$ cat config.mk
export PLATFORM = sky130hd
export DESIGN_NAME = flac_frame_header_parser
export DESIGN_NICKNAME = d
export VERILOG_FILES = /design/src/hw/rtl/ffhp_pkg.sv /design/src/hw/rtl/ffhp_decode.sv /design/src/hw/rtl/flac_frame_header_parser.sv
export SDC_FILE = /design/constraint.sdc
export NUM_CORES = 1
export LEC_CHECK = 0
export BUFFER_PORTS_ARGS = -buffer_cell sky130_fd_sc_hd__buf_4
export CORE_MARGIN = 5
export CORE_UTILIZATION = 55
export CTS_BUF_LIST = sky130_fd_sc_hd__clkbuf_2
export CTS_CLUSTER_SIZE = 12
export DETAILED_ROUTE_END_ITERATION = 10
export GPL_TIMING_DRIVEN = 0
export PLACE_DENSITY_LB_ADDON = 0.05
export RECOVER_POWER = 50
export SETUP_SLACK_MARGIN = 0.2
export SLEW_MARGIN = 10
export SYNTH_ARGS = -nofsm -noshare
export SYNTH_HDL_FRONTEND = slang
export SYNTH_HIERARCHICAL = 1
export SYNTH_SLANG_ARGS = --single-unit
$ cat constraint.sdc
create_clock -name clk_i -period 12.7 [get_ports clk_i]
set_clock_uncertainty 0.15 [all_clocks]
set_input_delay 1.27 -clock clk_i [delete_from_list [all_inputs] [get_ports clk_i]]
set_output_delay 1.27 -clock clk_i [all_outputs]
set_load 0.1 [all_outputs]
$ cat src/hw/rtl/ffhp_pkg.sv
`timescale 1ns / 1ps
`default_nettype none
// ----------------------------------------------------------------------------
// ffhp_pkg
// Types, codes and tables shared by the frame header parser modules.
// ----------------------------------------------------------------------------
package ffhp_pkg;

  localparam int unsigned RateW  = 20;
  localparam int unsigned DepthW = 6;
  localparam int unsigned BsizeW = 17;
  localparam int unsigned NumW   = 36;
  localparam int unsigned CountW = 32;
  localparam int unsigned CfgIdxW = 4;

  // configuration register indexes
  localparam logic [CfgIdxW-1:0] CFG_STREAM_SAMPLE_RATE     = 4'd0;
  localparam logic [CfgIdxW-1:0] CFG_STREAM_BITS_PER_SAMPLE = 4'd1;

  localparam logic [RateW-1:0]  RESET_SAMPLE_RATE = 20'd44100;
  localparam logic [DepthW-1:0] RESET_BITS_PER_SAMPLE = 6'd16;

  typedef enum logic [3:0] {
    PH_IDLE = 4'd0,
    PH_HDR1 = 4'd1,
    PH_HDR2 = 4'd2,
    PH_HDR3 = 4'd3,
    PH_NUM0 = 4'd4,
    PH_NUMC = 4'd5,
    PH_BS8  = 4'd6,
    PH_BSH  = 4'd7,
    PH_BSL  = 4'd8,
    PH_SR8  = 4'd9,
    PH_SRH  = 4'd10,
    PH_SRL  = 4'd11,
    PH_CRC  = 4'd12
  } phase_e;

  typedef struct packed {
    logic [7:0] data_byte;
    logic       frame_start;
  } ffhp_in_t;

  typedef struct packed {
    logic              blocking_strategy;
    logic [BsizeW-1:0] block_size;
    logic [RateW-1:0]  sample_rate;
    logic [3:0]        channel_assignment;
    logic [DepthW-1:0] sample_size;
    logic [NumW-1:0]   frame_or_sample_number;
    logic [7:0]        header_crc;
    logic [3:0]        error_flags;
    logic [CountW-1:0] frame_index;
  } ffhp_out_t;

  // header state collected before the crc byte
  typedef struct packed {
    logic [15:0]     code_fields;
    logic [15:0]     bs_extra;
    logic [15:0]     sr_extra;
    logic [NumW-1:0] number;
    logic            utf8_bad;
  } ffhp_hdr_t;

  function automatic logic [RateW-1:0] rate_table(input logic [3:0] code);
    logic [RateW-1:0] r;
    case (code)
      4'd1:    r = 20'd88200;
      4'd2:    r = 20'd176400;
      4'd3:    r = 20'd192000;
      4'd4:    r = 20'd8000;
      4'd5:    r = 20'd16000;
      4'd6:    r = 20'd22050;
      4'd7:    r = 20'd24000;
      4'd8:    r = 20'd32000;
      4'd9:    r = 20'd44100;
      4'd10:   r = 20'd48000;
      4'd11:   r = 20'd96000;
      default: r = '0;
    endcase
    return r;
  endfunction

  function automatic logic [DepthW-1:0] size_table(input logic [2:0] code);
    logic [DepthW-1:0] s;
    case (code)
      3'd1:    s = 6'd8;
      3'd2:    s = 6'd12;
      3'd4:    s = 6'd16;
      3'd5:    s = 6'd20;
      3'd6:    s = 6'd24;
      default: s = '0;
    endcase
    return s;
  endfunction

endpackage
`default_nettype wire

$ cat src/hw/rtl/ffhp_decode.sv
`timescale 1ns / 1ps
`default_nettype none
// ----------------------------------------------------------------------------
// ffhp_decode
// Turns the collected header codes and trailing fields into one result word.
// ----------------------------------------------------------------------------
module ffhp_decode import ffhp_pkg::*; (
  input  ffhp_hdr_t         hdr_i,
  input  logic [7:0]        crc_i,
  input  logic [RateW-1:0]  stream_rate_i,
  input  logic [DepthW-1:0] stream_depth_i,
  input  logic [CountW-1:0] frame_index_i,
  output ffhp_out_t         result_o
);

  logic [3:0]        bs_code;
  logic [3:0]        sr_code;
  logic [2:0]        ss_code;
  logic [BsizeW-1:0] bsize;
  logic [RateW-1:0]  rate;
  logic [DepthW-1:0] ssize;
  logic [3:0]        flags;
  logic [25:0]       rate_khz;
  logic [19:0]       rate_tens;

  assign bs_code = hdr_i.code_fields[14:11];
  assign sr_code = hdr_i.code_fields[10:7];
  assign ss_code = hdr_i.code_fields[2:0];

  assign rate_khz  = 26'(hdr_i.sr_extra) * 26'd1000;
  assign rate_tens = 20'(hdr_i.sr_extra) * 20'd10;

  always_comb begin
    flags = '0;
    bsize = '0;
    rate  = '0;
    ssize = '0;

    case (bs_code)
      4'd0:       flags[0] = 1'b1;
      4'd1:       bsize = 17'd192;
      4'd2, 4'd3, 4'd4, 4'd5: begin
        bsize = 17'd576 << (bs_code[1:0] - 2'd2);
      end
      4'd6, 4'd7: bsize = {1'b0, hdr_i.bs_extra} + 17'd1;
      default:    bsize = 17'd256 << bs_code[2:0];
    endcase

    case (sr_code)
      4'd0:    rate = stream_rate_i;
      4'd12:   rate = rate_khz[RateW-1:0];
      4'd13:   rate = {4'd0, hdr_i.sr_extra};
      4'd14:   rate = rate_tens;
      4'd15:   flags[1] = 1'b1;
      default: rate = rate_table(sr_code);
    endcase

    case (ss_code)
      3'd0:       ssize = stream_depth_i;
      3'd3, 3'd7: flags[2] = 1'b1;
      default:    ssize = size_table(ss_code);
    endcase

    flags[3] = hdr_i.utf8_bad;
  end

  always_comb begin
    result_o.blocking_strategy      = hdr_i.code_fields[15];
    result_o.block_size             = bsize;
    result_o.sample_rate            = rate;
    result_o.channel_assignment     = hdr_i.code_fields[6:3];
    result_o.sample_size            = ssize;
    result_o.frame_or_sample_number = hdr_i.utf8_bad ? '0 : hdr_i.number;
    result_o.header_crc             = crc_i;
    result_o.error_flags            = flags;
    result_o.frame_index            = frame_index_i;
  end

endmodule
`default_nettype wire

$ cat src/hw/rtl/flac_frame_header_parser.sv
`timescale 1ns / 1ps
`default_nettype none
// ----------------------------------------------------------------------------
// flac_frame_header_parser
// Byte-wide audio frame header parser with one result word per header.
// ----------------------------------------------------------------------------
// Takes one header byte per cycle, starting with a word that has frame_start
// set. Each byte is decoded in the cycle it is accepted; when the crc byte is
// taken the result word is registered and shown on the next cycle. The input
// side is stalled only when the crc byte is due and the previous result is
// still held by a stalled output; otherwise bytes flow at one per cycle.
// Sync and reserved bits are not checked and the crc is not verified.
// Configuration writes are always ready and must be made while idle.
module flac_frame_header_parser import ffhp_pkg::*; (
  input  logic               clk_i,
  input  logic               rst_ni,
  input  logic               in_valid_i,
  output logic               in_stall_o,
  input  ffhp_in_t           in_data_i,
  output logic               out_valid_o,
  input  logic               out_stall_i,
  output ffhp_out_t          out_data_o,
  input  logic               cfg_valid_i,
  output logic               cfg_ready_o,
  input  logic [CfgIdxW-1:0] cfg_index_i,
  input  logic [RateW-1:0]   cfg_data_i
);

  phase_e            phase_q, phase_d;
  ffhp_hdr_t         hdr_q, hdr_d;
  logic [2:0]        remain_q, remain_d;
  logic [CountW-1:0] count_q, count_d;
  logic [RateW-1:0]  rate_cfg_q;
  logic [DepthW-1:0] depth_cfg_q;
  logic              out_valid_q, out_valid_d;
  ffhp_out_t         out_q;
  ffhp_out_t         result;
  logic              in_acc;
  logic              emit;
  logic [7:0]        d;
  logic [3:0]        ones;

  assign d           = in_data_i.data_byte;
  assign in_stall_o  = out_valid_q && out_stall_i && (phase_q == PH_CRC);
  assign in_acc      = in_valid_i && !in_stall_o;
  assign emit        = in_acc && !in_data_i.frame_start && (phase_q == PH_CRC);
  assign cfg_ready_o = 1'b1;
  assign out_valid_o = out_valid_q;
  assign out_data_o  = out_q;

  function automatic phase_e after_bs(input logic [3:0] sr);
    phase_e p;
    case (sr)
      4'd12:        p = PH_SR8;
      4'd13, 4'd14: p = PH_SRH;
      default:      p = PH_CRC;
    endcase
    return p;
  endfunction

  function automatic phase_e after_number(input logic [15:0] codes);
    phase_e p;
    case (codes[14:11])
      4'd6:    p = PH_BS8;
      4'd7:    p = PH_BSH;
      default: p = after_bs(codes[10:7]);
    endcase
    return p;
  endfunction

  // leading ones of the first number byte
  always_comb begin
    casez (d)
      8'b0???????: ones = 4'd0;
      8'b10??????: ones = 4'd1;
      8'b110?????: ones = 4'd2;
      8'b1110????: ones = 4'd3;
      8'b11110???: ones = 4'd4;
      8'b111110??: ones = 4'd5;
      8'b1111110?: ones = 4'd6;
      8'b11111110: ones = 4'd7;
      default:     ones = 4'd8;
    endcase
  end

  always_comb begin
    phase_d  = phase_q;
    hdr_d    = hdr_q;
    remain_d = remain_q;
    if (in_acc) begin
      if (in_data_i.frame_start) begin
        hdr_d    = '0;
        remain_d = '0;
        phase_d  = PH_HDR1;
      end else begin
        case (phase_q)
          PH_HDR1: begin
            hdr_d.code_fields[15] = d[0];
            phase_d = PH_HDR2;
          end
          PH_HDR2: begin
            hdr_d.code_fields[14:7] = d;
            phase_d = PH_HDR3;
          end
          PH_HDR3: begin
            hdr_d.code_fields[6:3] = d[7:4];
            hdr_d.code_fields[2:0] = d[3:1];
            phase_d = PH_NUM0;
          end
          PH_NUM0: begin
            if (ones == 4'd0) begin
              hdr_d.number = NumW'(d[6:0]);
              remain_d = '0;
              phase_d  = after_number(hdr_q.code_fields);
            end else if (ones == 4'd1 || ones == 4'd8) begin
              hdr_d.utf8_bad = 1'b1;
              hdr_d.number   = '0;
              remain_d = '0;
              phase_d  = after_number(hdr_q.code_fields);
            end else begin
              hdr_d.number = (ones >= 4'd7) ? '0 : NumW'(d & (8'h7f >> ones));
              remain_d = 3'(ones - 4'd1);
              phase_d  = PH_NUMC;
            end
          end
          PH_NUMC: begin
            if (d[7:6] != 2'b10) begin
              hdr_d.utf8_bad = 1'b1;
            end
            hdr_d.number = {hdr_q.number[NumW-7:0], d[5:0]};
            remain_d = remain_q - 3'd1;
            if (remain_q == 3'd1) begin
              phase_d = after_number(hdr_q.code_fields);
            end
          end
          PH_BS8: begin
            hdr_d.bs_extra = {8'd0, d};
            phase_d = after_bs(hdr_q.code_fields[10:7]);
          end
          PH_BSH: begin
            hdr_d.bs_extra = {d, 8'd0};
            phase_d = PH_BSL;
          end
          PH_BSL: begin
            hdr_d.bs_extra[7:0] = d;
            phase_d = after_bs(hdr_q.code_fields[10:7]);
          end
          PH_SR8: begin
            hdr_d.sr_extra = {8'd0, d};
            phase_d = PH_CRC;
          end
          PH_SRH: begin
            hdr_d.sr_extra = {d, 8'd0};
            phase_d = PH_SRL;
          end
          PH_SRL: begin
            hdr_d.sr_extra[7:0] = d;
            phase_d = PH_CRC;
          end
          PH_CRC:  phase_d = PH_IDLE;
          default: phase_d = PH_IDLE;
        endcase
      end
    end
  end

  always_comb begin
    count_d     = emit ? count_q + 32'd1 : count_q;
    out_valid_d = out_valid_q;
    if (emit) begin
      out_valid_d = 1'b1;
    end else if (out_valid_q && !out_stall_i) begin
      out_valid_d = 1'b0;
    end
  end

  ffhp_decode u_decode (
    .hdr_i          (hdr_q),
    .crc_i          (d),
    .stream_rate_i  (rate_cfg_q),
    .stream_depth_i (depth_cfg_q),
    .frame_index_i  (count_q + 32'd1),
    .result_o       (result)
  );

  always_ff @(posedge clk_i or negedge rst_ni) begin
    if (!rst_ni) begin
      phase_q     <= PH_IDLE;
      hdr_q       <= '0;
      remain_q    <= '0;
      count_q     <= '0;
      out_valid_q <= 1'b0;
      rate_cfg_q  <= RESET_SAMPLE_RATE;
      depth_cfg_q <= RESET_BITS_PER_SAMPLE;
    end else begin
      phase_q     <= phase_d;
      hdr_q       <= hdr_d;
      remain_q    <= remain_d;
      count_q     <= count_d;
      out_valid_q <= out_valid_d;
      if (cfg_valid_i && cfg_ready_o) begin
        if (cfg_index_i == CFG_STREAM_SAMPLE_RATE) begin
          rate_cfg_q <= cfg_data_i;
        end else if (cfg_index_i == CFG_STREAM_BITS_PER_SAMPLE) begin
          depth_cfg_q <= cfg_data_i[DepthW-1:0];
        end
      end
    end
  end

  always_ff @(posedge clk_i) begin
    if (emit) begin
      out_q <= result;
    end
  end

  // crc byte taken gives a result word next cycle
  a_emit_valid: assert property (@(posedge clk_i) disable iff (!rst_ni)
    emit |=> out_valid_q)
    else $error("result not shown after crc byte");

  // input is only held off by a stalled pending result
  a_stall_cause: assert property (@(posedge clk_i) disable iff (!rst_ni)
    in_stall_o |-> (out_valid_q && out_stall_i))
    else $error("input stalled without pending result");

  // frame start always restarts the header
  a_restart: assert property (@(posedge clk_i) disable iff (!rst_ni)
    (in_acc && in_data_i.frame_start) |=> (phase_q == PH_HDR1))
    else $error("frame start did not restart header");

  // frame count advances by one per result
  a_count: assert property (@(posedge clk_i) disable iff (!rst_ni)
    emit |=> (count_q == $past(count_q) + 32'd1))
    else $error("frame count did not advance");

  // no result word is overwritten before it is taken
  a_no_overwrite: assert property (@(posedge clk_i) disable iff (!rst_ni)
    (out_valid_q && out_stall_i) |-> !emit)
    else $error("pending result overwritten");

endmodule
`default_nettype wire
# After elaboration in Yosys (flattened, before gate mapping)
# Memory sizes are Yosys's and may differ from the RTL's.
# Index checks and enable logic that the tools add are counted.
[classes]
reduce_logical = 42
eq_ne = 46
order_cmp = 1
n_mux = 36
n_bitwise = 3
shifts = 3
n_mul = 2
n_addsub = 5
[op_table]
columns = ["op", "count"]
rows = [
  ["two-way mux 36 bit", 3],
  ["case mux 20 bit (5 select lines)", 1],
  ["two-way mux 85 bit", 1],
  ["case mux 37 bit (2 select lines)", 1],
  ["case mux 17 bit (4 select lines)", 1],
  ["case mux 8 bit (2 select lines)", 4],
  ["equality test 4 bit, second input constant", 11],
  ["AND 8 x 36 -> 36 bit", 1],
  ["case mux 4 bit (9 select lines)", 1],
  ["right shift 7 x 4 -> 36 bit, first input constant", 1],
  ["adder 32 x 1 -> 32 bit, second input constant", 1],
  ["equality test 4 x 3 -> 1 bit, second input constant", 8],
  ["case mux 4 bit (8 select lines)", 1],
  ["case mux 5 bit (5 select lines)", 1],
  ["AND reduction 2 bit", 10],
  ["multiplier 16 x 3 -> 19 bit, second input constant", 1],
  ["adder 16 x 1 -> 17 bit, second input constant", 1],
  ["multiplier 16 x 7 -> 17 bit, second input constant", 1],
  ["<< shifter 10 x 2 -> 17 bit, first input constant", 1],
  ["<< shifter 9 x 3 -> 17 bit, first input constant", 1],
  ["equality test 4 x 1 -> 1 bit, second input constant", 4],
  ["equality test 4 x 2 -> 1 bit, second input constant", 4],
  ["logical NOT 4 bit", 4],
  ["two-way mux 4 bit", 4],
  ["31 further kinds", 71],
]
[word_totals]
word_cells = 163
memories = 1
rom_bits = 272
output_inout_bits = 131
in_bits = 38
register_bits = 279
[mem_list]
columns = ["name", "words", "word_bits", "read_ports", "rd_ports_with_merged_regs", "write_ports", "line", "text"]
rows = [
  ["(no name shown)", 16, 17, 1, 0, 0, "ffhp_pkg.sv:67", "case (code)"],
]

# Depth between registers and ports, before layout
# Gate-level depths: netlist of the first run.
[depth]
depth_word = 9
mapped_depth = 16

# Hierarchy
# Netlist of the first run, hierarchy kept.
[by_module_without_submodules]
columns = ["mod", "area_per_inst_um2", "n_inst", "cells_per_inst"]
rows = [
  ["flac_frame_header_parser", 11212.0, 1, 863],
  ["ffhp_decode", 4795.8, 1, 647],
]

# Worst setup path after synthesis of the first run
# OpenSTA, ideal clock, no wires.
[synth_timing]
path_type = "in2out"
start = "input out_stall_i"
end = "output in_stall_o"
arrival_time_ns = 4.415
t_required_ns = 11.280
cell_stages = 2
setup_slack_ns = 6.865
path_cell_list = "nand2_1 > nor4_1"
[synth_via]
elab_chain_len = 2
[synth_rtl]
columns = ["element", "line", "text"]
rows = [
  ["start: declaration", "flac_frame_header_parser.sv:21", "input logic out_stall_i,"],
  ["logical AND 1 bit (2 in a row)", "flac_frame_header_parser.sv:44", "assign in_stall_o = out_valid_q && out_stall_i && (phase_q == PH_CRC);"],
  ["end: declaration", "flac_frame_header_parser.sv:18", "output logic in_stall_o,"],
]
# Every way passes these cells.

==> flow_metrics.env, run 1 <==
export IMPL_relSlewSlack=-0.696
export IMPL_reg2reg_slack_ns=7.50
export IMPL_die_y_um=181
export IMPL_max_vdd_ir_drop_mv=0.0790
export IMPL_vias=11900
export IMPL_clk_pin_slew_ns=0.10
export IMPL_place_port_buffers=165
export IMPL_post_drt_via_cell_ratio=5.40
export IMPL_design_die_area_um2=32600
export IMPL_rows=62
export IMPL_finalSetupViolCount=0
export IMPL_fin_crit_ns=5.20
export IMPL_busiest_layer="met2"
export IMPL_drv_slew=47
export IMPL_grtUsageMet1=0.307
export IMPL_synth_most_common_cell="nand2_1"
export IMPL_grt_total_usage=0.221
export IMPL_grt_use_met2=0.343
export IMPL_placed_cells=2061
export IMPL_gp_congestion=0.908
export IMPL_grt_pass1_wl_um=60100
export IMPL_max_freq_ghz=0.192
export IMPL_final_cell_area_um2=18400
export IMPL_ys_dominant_reg_cell="dfrtp_1"
export IMPL_p_leak_nw=8.28
export IMPL_worst_r2r_endpoint="out_data_o[109]"
export IMPL_synthesis_area_um2=16000
export IMPL_postSynthAreaPerCell_um2=10.6
export IMPL_drt_initial_drc_count=851
export IMPL_cp_arrival_ns=5.64
export IMPL_cts_htree_levels=3
export IMPL_core_area_um2=28700
export IMPL_synth_distinct_cells=83
export IMPL_routed_wl_um=36400
export IMPL_worst_hold_path_endpoint="hdr_q[32]"
export IMPL_endpoint_kind="register"
export IMPL_cp_data_required_time_ns=13.13
export IMPL_cap_violations=1
export IMPL_register_area_um2=7630
export IMPL_cts_sinks=279
export IMPL_multi_input_area_um2=7320
export IMPL_synth_seq_cells=279
export IMPL_violations="max-capacitance violations, max-slew violations"
export IMPL_cts_resized_gates=0
export IMPL_synth_top_area_cell="edfxtp_1"
export IMPL_crit_type="reg2reg"
export IMPL_hold_buffers=0
export IMPL_cts_max_path_buffers=3
export IMPL_nFillCells=2438
export IMPL_post_dp_cell_area_um2=17800
export IMPL_io_pins=169
export IMPL_worst_slack_ns=7.50
export IMPL_synth_nets=1668
export IMPL_worst_pin_slew_ns=2.54
export IMPL_drive_gt1_frac=0.223
export IMPL_grt_remaining_overflow=0
export IMPL_grt_pass1_vias=12000
export IMPL_ys_seq_area_frac=0.477
export IMPL_power_total_mw=2.49
export IMPL_first_pass_iters=6
export IMPL_post_cts_buffers=0
export IMPL_async_flop_share=0.541
export IMPL_final_hold_viol_count=0
export IMPL_path_max_fanout=8
export IMPL_hold_path_class="reg2reg"
export IMPL_outcome="finished with violations"
export IMPL_fin_setup_tns_ns=0
export IMPL_routedWlPerCell_um=16.5
export IMPL_nets=1911
export IMPL_cts_root_buf="clkbuf_2"
export IMPL_hold_start="hdr_q[32]"
export IMPL_start_util=0.558
export IMPL_ys_top_cells_by_area="edfxtp_1 24%, dfrtp_1 23%, ha_1 6.0%"
export IMPL_cts_buffers=74
export IMPL_ant_nets=0
export IMPL_fp_dieW_um=181
export IMPL_synth_edf_count=128
export IMPL_min_path_cells=2
export IMPL_post_place_ws_ns=7.51
export IMPL_clk_latency_ns=0.90
export IMPL_period_share=0.410
export IMPL_yosysWarningCount=6
export IMPL_reg2regPathDepth=14
export IMPL_final_cells=2198
export IMPL_pwr_density_cell_nw_per_um2=136
export IMPL_syn_inst=1510
export IMPL_antenna_found_initial=2
export IMPL_met3_usage=0.0579
export IMPL_drc=0
export IMPL_cts_tree="yes"
export IMPL_r2r_start="hdr_q[42]"
export IMPL_rsz0062_at_grt="false"
export IMPL_cp_start_kind="register"
export IMPL_synth_common_cells="183 x nand2_1, 144 x dfrtp_1, 128 x edfxtp_1, 98 x inv_1, 96 x o21ai_0"
export IMPL_synth_top_area_share=0.240
export IMPL_grt_max_degree=106
export IMPL_dpl_hpwl_um=26500
export IMPL_syn2layout_area_growth_pct=14.7
where the power goes:
part	switching, mW	total, mW	internal [mW]
clock network	0.382	0.616	0.235
logic	0.488	0.817	0.328
registers	0.0629	1.06	0.996
total	0.933	2.49	1.56
through the flow:
step	utilization	hold slack, ns
floorplan	-	0.292
global placement	0.618	0.306
detailed placement	0.620	0.316
CTS	0.644	0.0553
global route	0.640	0.367
finish	0.640	0.335
how the worst max path moves through the flow:
stage | startpoint | to | cells past startpoint | slack, ns
6_report | hdr_q[42] | out_data_o[109] | 14 | 7.50
5_1_grt | hdr_q[42] | out_data_o[109] | 14 | 7.28
4_1_cts | hdr_q[42] | out_data_o[109] | 14 | 7.54
3_5_place_dp | hdr_q[42] | out_data_o[109] | 14 | 7.51
3_3_place_gp | in_data_i[0] | count_q[2] | 7 | 7.22
2_1_floorplan | out_stall_i | in_stall_o | 2 | 6.86
final cells by class:
type,instances,share of cell area
Clock buffer,106,0.0289
Multi-Input combinational cell,1024,0.399
Sequential cell,279,0.416
Buffer,108,0.0332
Tap cell,384,0.0262
Clock inverter,30,0.00831
Antenna cell,1,0.000136
Inverter,99,0.0202
Timing Repair Buffer,167,0.0688
layout by cell type (no fill, tap or decap), types with 45 or more instances in the layout:
cell type  count
buf_4        193
nand2_1      183
dfrtp_1      144
edfxtp_1     128
clkbuf_2     107
o21ai_0      100
inv_1         99
nor2_1        83
ha_1          77
xnor2_1       59
a21oi_1       59
clkbuf_1      52
nor2b_1       51
xor2_1        45
cells by family (layout without fill, tap and decap cells):
kind of cell | Yosys count | after routing | share of synthesized area
DFF | 279 | 279 | 0.477
AOI/OAI and AO/OA | 282 | 282 | 0.113
xor gates and xnor gates | 104 | 104 | 0.0569
and+or+nand+nor | 471 | 471 | 0.145
muxes | 46 | 46 | 0.0321
other | 1 | 2 | 0.000234
adders and majority gates | 120 | 120 | 0.114
buffers and inverters | 207 | 510 | 0.0620
sequential cells by signal, indices dropped and copies added, names as in the netlist:
register and count:
count_q 32, depth_cfg_q 6, hdr_q 85, out_data_o 128, out_valid_o 1, phase_q 4
rate_cfg_q 20, remain_q 3
critical path, stage by stage (launching register included):
cell	delay [ns]
dfrtp_1	0.59
inv_1	0.28
fa_1	0.61
fa_1	0.44
fa_1	0.51
fa_1	0.53
inv_1	0.04
ha_1	0.36
a21o_1	0.18
a21oi_1	0.21
nand2_1	0.10
a221oi_2	0.35
o2bb2ai_1	0.17
xnor2_1	0.15
a221o_1	0.33
per-layer routing:
layer	up-vias	part of all wire
li1	5747	-
met1	5663	0.45
met2	393	0.45
met3	64	0.077
met4	2	0.022
met5	-	0.00036
Power figures use the tool's default switching activity.
==> run 2, diff against run 1 <==
Settings changed: ABC_AREA set to 1.
Clock period 12.7 ns to 4.7 ns, I/O delays scaled along.
==> flow_metrics.env, run 2 <==
export IMPL_outcome="finished with violations"
export IMPL_violations="max-capacitance violations, max-slew violations"
export IMPL_rsz0062_at_grt="true"
export IMPL_cts_sinks=279
export IMPL_synth_compound_area_frac=0.0732
export IMPL_design_die_area_um2=34300
export IMPL_cp_data_required_time_ns=5.24
export IMPL_synth_most_common_cell="nand2_1"
export IMPL_p_leak_nw=9.71
export IMPL_critPathBufInv=5
export IMPL_ys_top_cells_by_area="edfxtp_1 23%, dfrtp_1 21%, nand2_1 12%"
export IMPL_drt_initial_drc_count=1119
export IMPL_synth_common_cells="538 x nand2_1, 313 x inv_1, 175 x nor2_1, 144 x dfrtp_1, 133 x nand3_1"
export IMPL_period_share=0.925
export IMPL_syn2layout_area_growth_pct=17.9
export IMPL_cp_top_family="adder cells"
export IMPL_cts_root_buf="clkbuf_2"
export IMPL_finalSetupViolCount=0
export IMPL_crit_type="reg2reg"
export IMPL_seqPwrFrac=0.504
export IMPL_max_freq_ghz=0.230
export IMPL_cts_htree_levels=3
export IMPL_nets=2464
export IMPL_synth_top_area_cell="edfxtp_1"
export IMPL_vias=14200
export IMPL_synth_distinct_cells=52
export IMPL_endpoint_kind="register"
export IMPL_pwr_density_cell_nw_per_um2=277
export IMPL_synth_seq_cells=279
export IMPL_synthSimpleGateAreaFrac=0.236
export IMPL_fin_setup_tns_ns=0
export IMPL_nFillCells=2656
export IMPL_grt_total_usage=0.257
export IMPL_first_pass_iters=6
export IMPL_drv_slew=90
export IMPL_synth_xor_area_frac=0.0124
export IMPL_p_comb_frac=0.173
export IMPL_cp_start_kind="register"
export IMPL_clk_latency_ns=0.89
export IMPL_core_area_um2=30400
export IMPL_post_drt_via_cell_ratio=5.13
export IMPL_hold_path_class="in2reg"
export IMPL_die_y_um=185
export IMPL_ys_seq_area_frac=0.452
export IMPL_cap_violations=1
export IMPL_place_port_buffers=166
export IMPL_synthesis_area_um2=16900
export IMPL_crit_slowest_cell="fa_1"
export IMPL_cts_max_path_buffers=3
export IMPL_ant_nets=0
export IMPL_final_cell_mix="539 x nand2_1, 308 x inv_1, 214 x buf_4"
export IMPL_largest_reg_flops=128
export IMPL_io_pins=169
export IMPL_fp_dieW_um=185
export IMPL_relSlewSlack=-0.529
export IMPL_syn_inst=1997
export IMPL_drive_gt1_frac=0.198
export IMPL_grt_pass1_vias=13600
export IMPL_clk_pin_slew_ns=0.12
export IMPL_whs_ns=0.179
export IMPL_cp_startpoint="hdr_q[45]"
export IMPL_p_switching_mw=1.71
export IMPL_cts_buffers=73
export IMPL_grt_pass1_wl_um=70200
export IMPL_post_place_ws_ns=-0.0832
export IMPL_postSynthAreaPerCell_um2=8.46
export IMPL_fin_crit_ns=4.35
export IMPL_routedWlPerCell_um=16.0
export IMPL_start_util=0.555
export IMPL_max_vdd_ir_drop_mv=0.211
export IMPL_routed_wl_um=44100
export IMPL_rows=64
export IMPL_worst_slack_ns=0.352
export IMPL_gp_congestion=0.931
export IMPL_synth_edf_count=128
export IMPL_async_flop_share=0.541
export IMPL_p_clk_frac=0.323
export IMPL_antenna_found_initial=1
export IMPL_synth_top_family_by_area="simple AND/OR/NAND/NOR gates"
export IMPL_cellInternalPower_mw=3.80
export IMPL_dpl_hpwl_um=32000
export IMPL_yosysWarningCount=6
export IMPL_synth_nets=2155
export IMPL_cts_tree="yes"
export IMPL_r2r_start="hdr_q[45]"
export IMPL_path_max_fanout=4
export IMPL_synth_top_area_share=0.228
export IMPL_worst_path_largest_cell_delay_ns=0.54
export IMPL_final_common_cell="nand2_1"
export IMPL_path_cells="clkinvlp_4 > fa_1 > fa_1 > inv_1 > fa_1 > inv_1 > fa_1 > inv_1 > ha_1 > inv_1 > nor3_4 > nand2_1 > o21ai_1 > nand2_1 > nand3_1 > nand2_1"
export IMPL_drc=0
export IMPL_cp_arrival_ns=4.89
export IMPL_worst_pin_slew_ns=2.29
export IMPL_synth_mux_area_frac=0.00933
export IMPL_grt_remaining_overflow=0
export IMPL_ys_dominant_reg_cell="dfrtp_1"
export IMPL_hold_start="cfg_index_i[1]"
export IMPL_synthAdderAreaFrac=0.108
export IMPL_final_hold_viol_count=0
export IMPL_grt_max_degree=90
export IMPL_netSwitchingFraction=0.311
run 2: cell count changes after synthesis, moves of 22 or more:
cell and change:
a21oi_1 -23, nor2_1 +92, nor2b_1 -51, nand3_1 +103, mux2_2 -29, and3_1 -22, nand2_1 +355, clkbuf_1 -28
xnor2_1 -55, inv_1 +215, xor2_1 -25
run 2: timing repair:
item / 4_1_cts / 5_1_grt
setup endpoints to repair: 7 / 10
pin swaps: 0 / 2
hold buffers: 44 / 0
resized for setup: 14 / 27
endpoints found under the hold margin: 270 / 0
buffers inserted: 7 / 15
run 2: cell type report:
class,instances,area (um^2),area share
Antenna cell,1,2.50,0.000126
Buffer,86,548,0.0275
Clock buffer,114,571,0.0286
Clock inverter,20,140,0.00703
Inverter,327,1250,0.0626
Multi-Input combinational cell,1305,7400,0.372
Sequential cell,279,7640,0.384
Tap cell,396,495,0.0249
Timing Repair Buffer,234,1870,0.0938
run 2: cell families after synthesis:
kind of cell	Yosys count
multiplexers	14
AND/OR/NAND/NOR	935
AO/OA/AOI/OAI	211
other	1
buffers and inverters	413
XOR/XNOR	24
adder cells (fa/ha/maj)	120
flip-flops	279
run 2: power by group through the flow:
stage | logic [mW] | clock network (mW) | registers [mW]
global placement | 0.885 | 0 | 2.83
CTS | 0.956 | 1.84 | 2.78
detailed placement | 0.901 | 0 | 2.83
global route | 1.08 | 1.98 | 2.79
finish | 0.953 | 1.78 | 2.78
floorplan | 0.650 | 0 | 2.80
run 2: final timing paths:
kind,endpoint,slack [ns],cells after the start
max reg2reg,out_data_o[109],0.35,16
max in group asynchronous,hdr_q[47],0.85,4
max,out_data_o[109],0.35,16
min reg2reg,hdr_q[32],0.34,2
min,depth_cfg_q[2],0.18,5
min in group asynchronous,rate_cfg_q[11],1.04,3
run 2: through the flow:
step           cell area (um^2)  total power, mW  cells  utilization
2_1_floorplan             16900             3.45   1997            -
3_3_place_gp              18600             3.71   2559        0.612
3_5_place_dp              18700             3.73   2561        0.615
4_1_cts                   20000             5.58   2746        0.656
5_1_grt                   19900             5.85   2762        0.655
6_report                  19900             5.51   2762        0.655
run 2: layer usage:
layer  share of wire  up-vias  global-route usage  routed length, um
met5               0        -                   0                  0
met4           0.024        0              0.0787               1070
met3           0.065       74              0.0583               2860
met2            0.47      403               0.409              20800
met1            0.44     6659               0.354              19300
li1                -     7028                   -                  -
run 2: worst reg2reg max path: stages (launching register included):
cell and delay [ns]:
dfrtp_2 0.42, clkinvlp_4 0.19, fa_1 0.54, fa_1 0.54, inv_1 0.05, fa_1 0.53
inv_1 0.06, fa_1 0.50, inv_1 0.04, ha_1 0.34, inv_1 0.13, nor3_4 0.23
nand2_1 0.09, o21ai_1 0.14, nand2_1 0.06, nand3_1 0.12, nand2_1 0.06
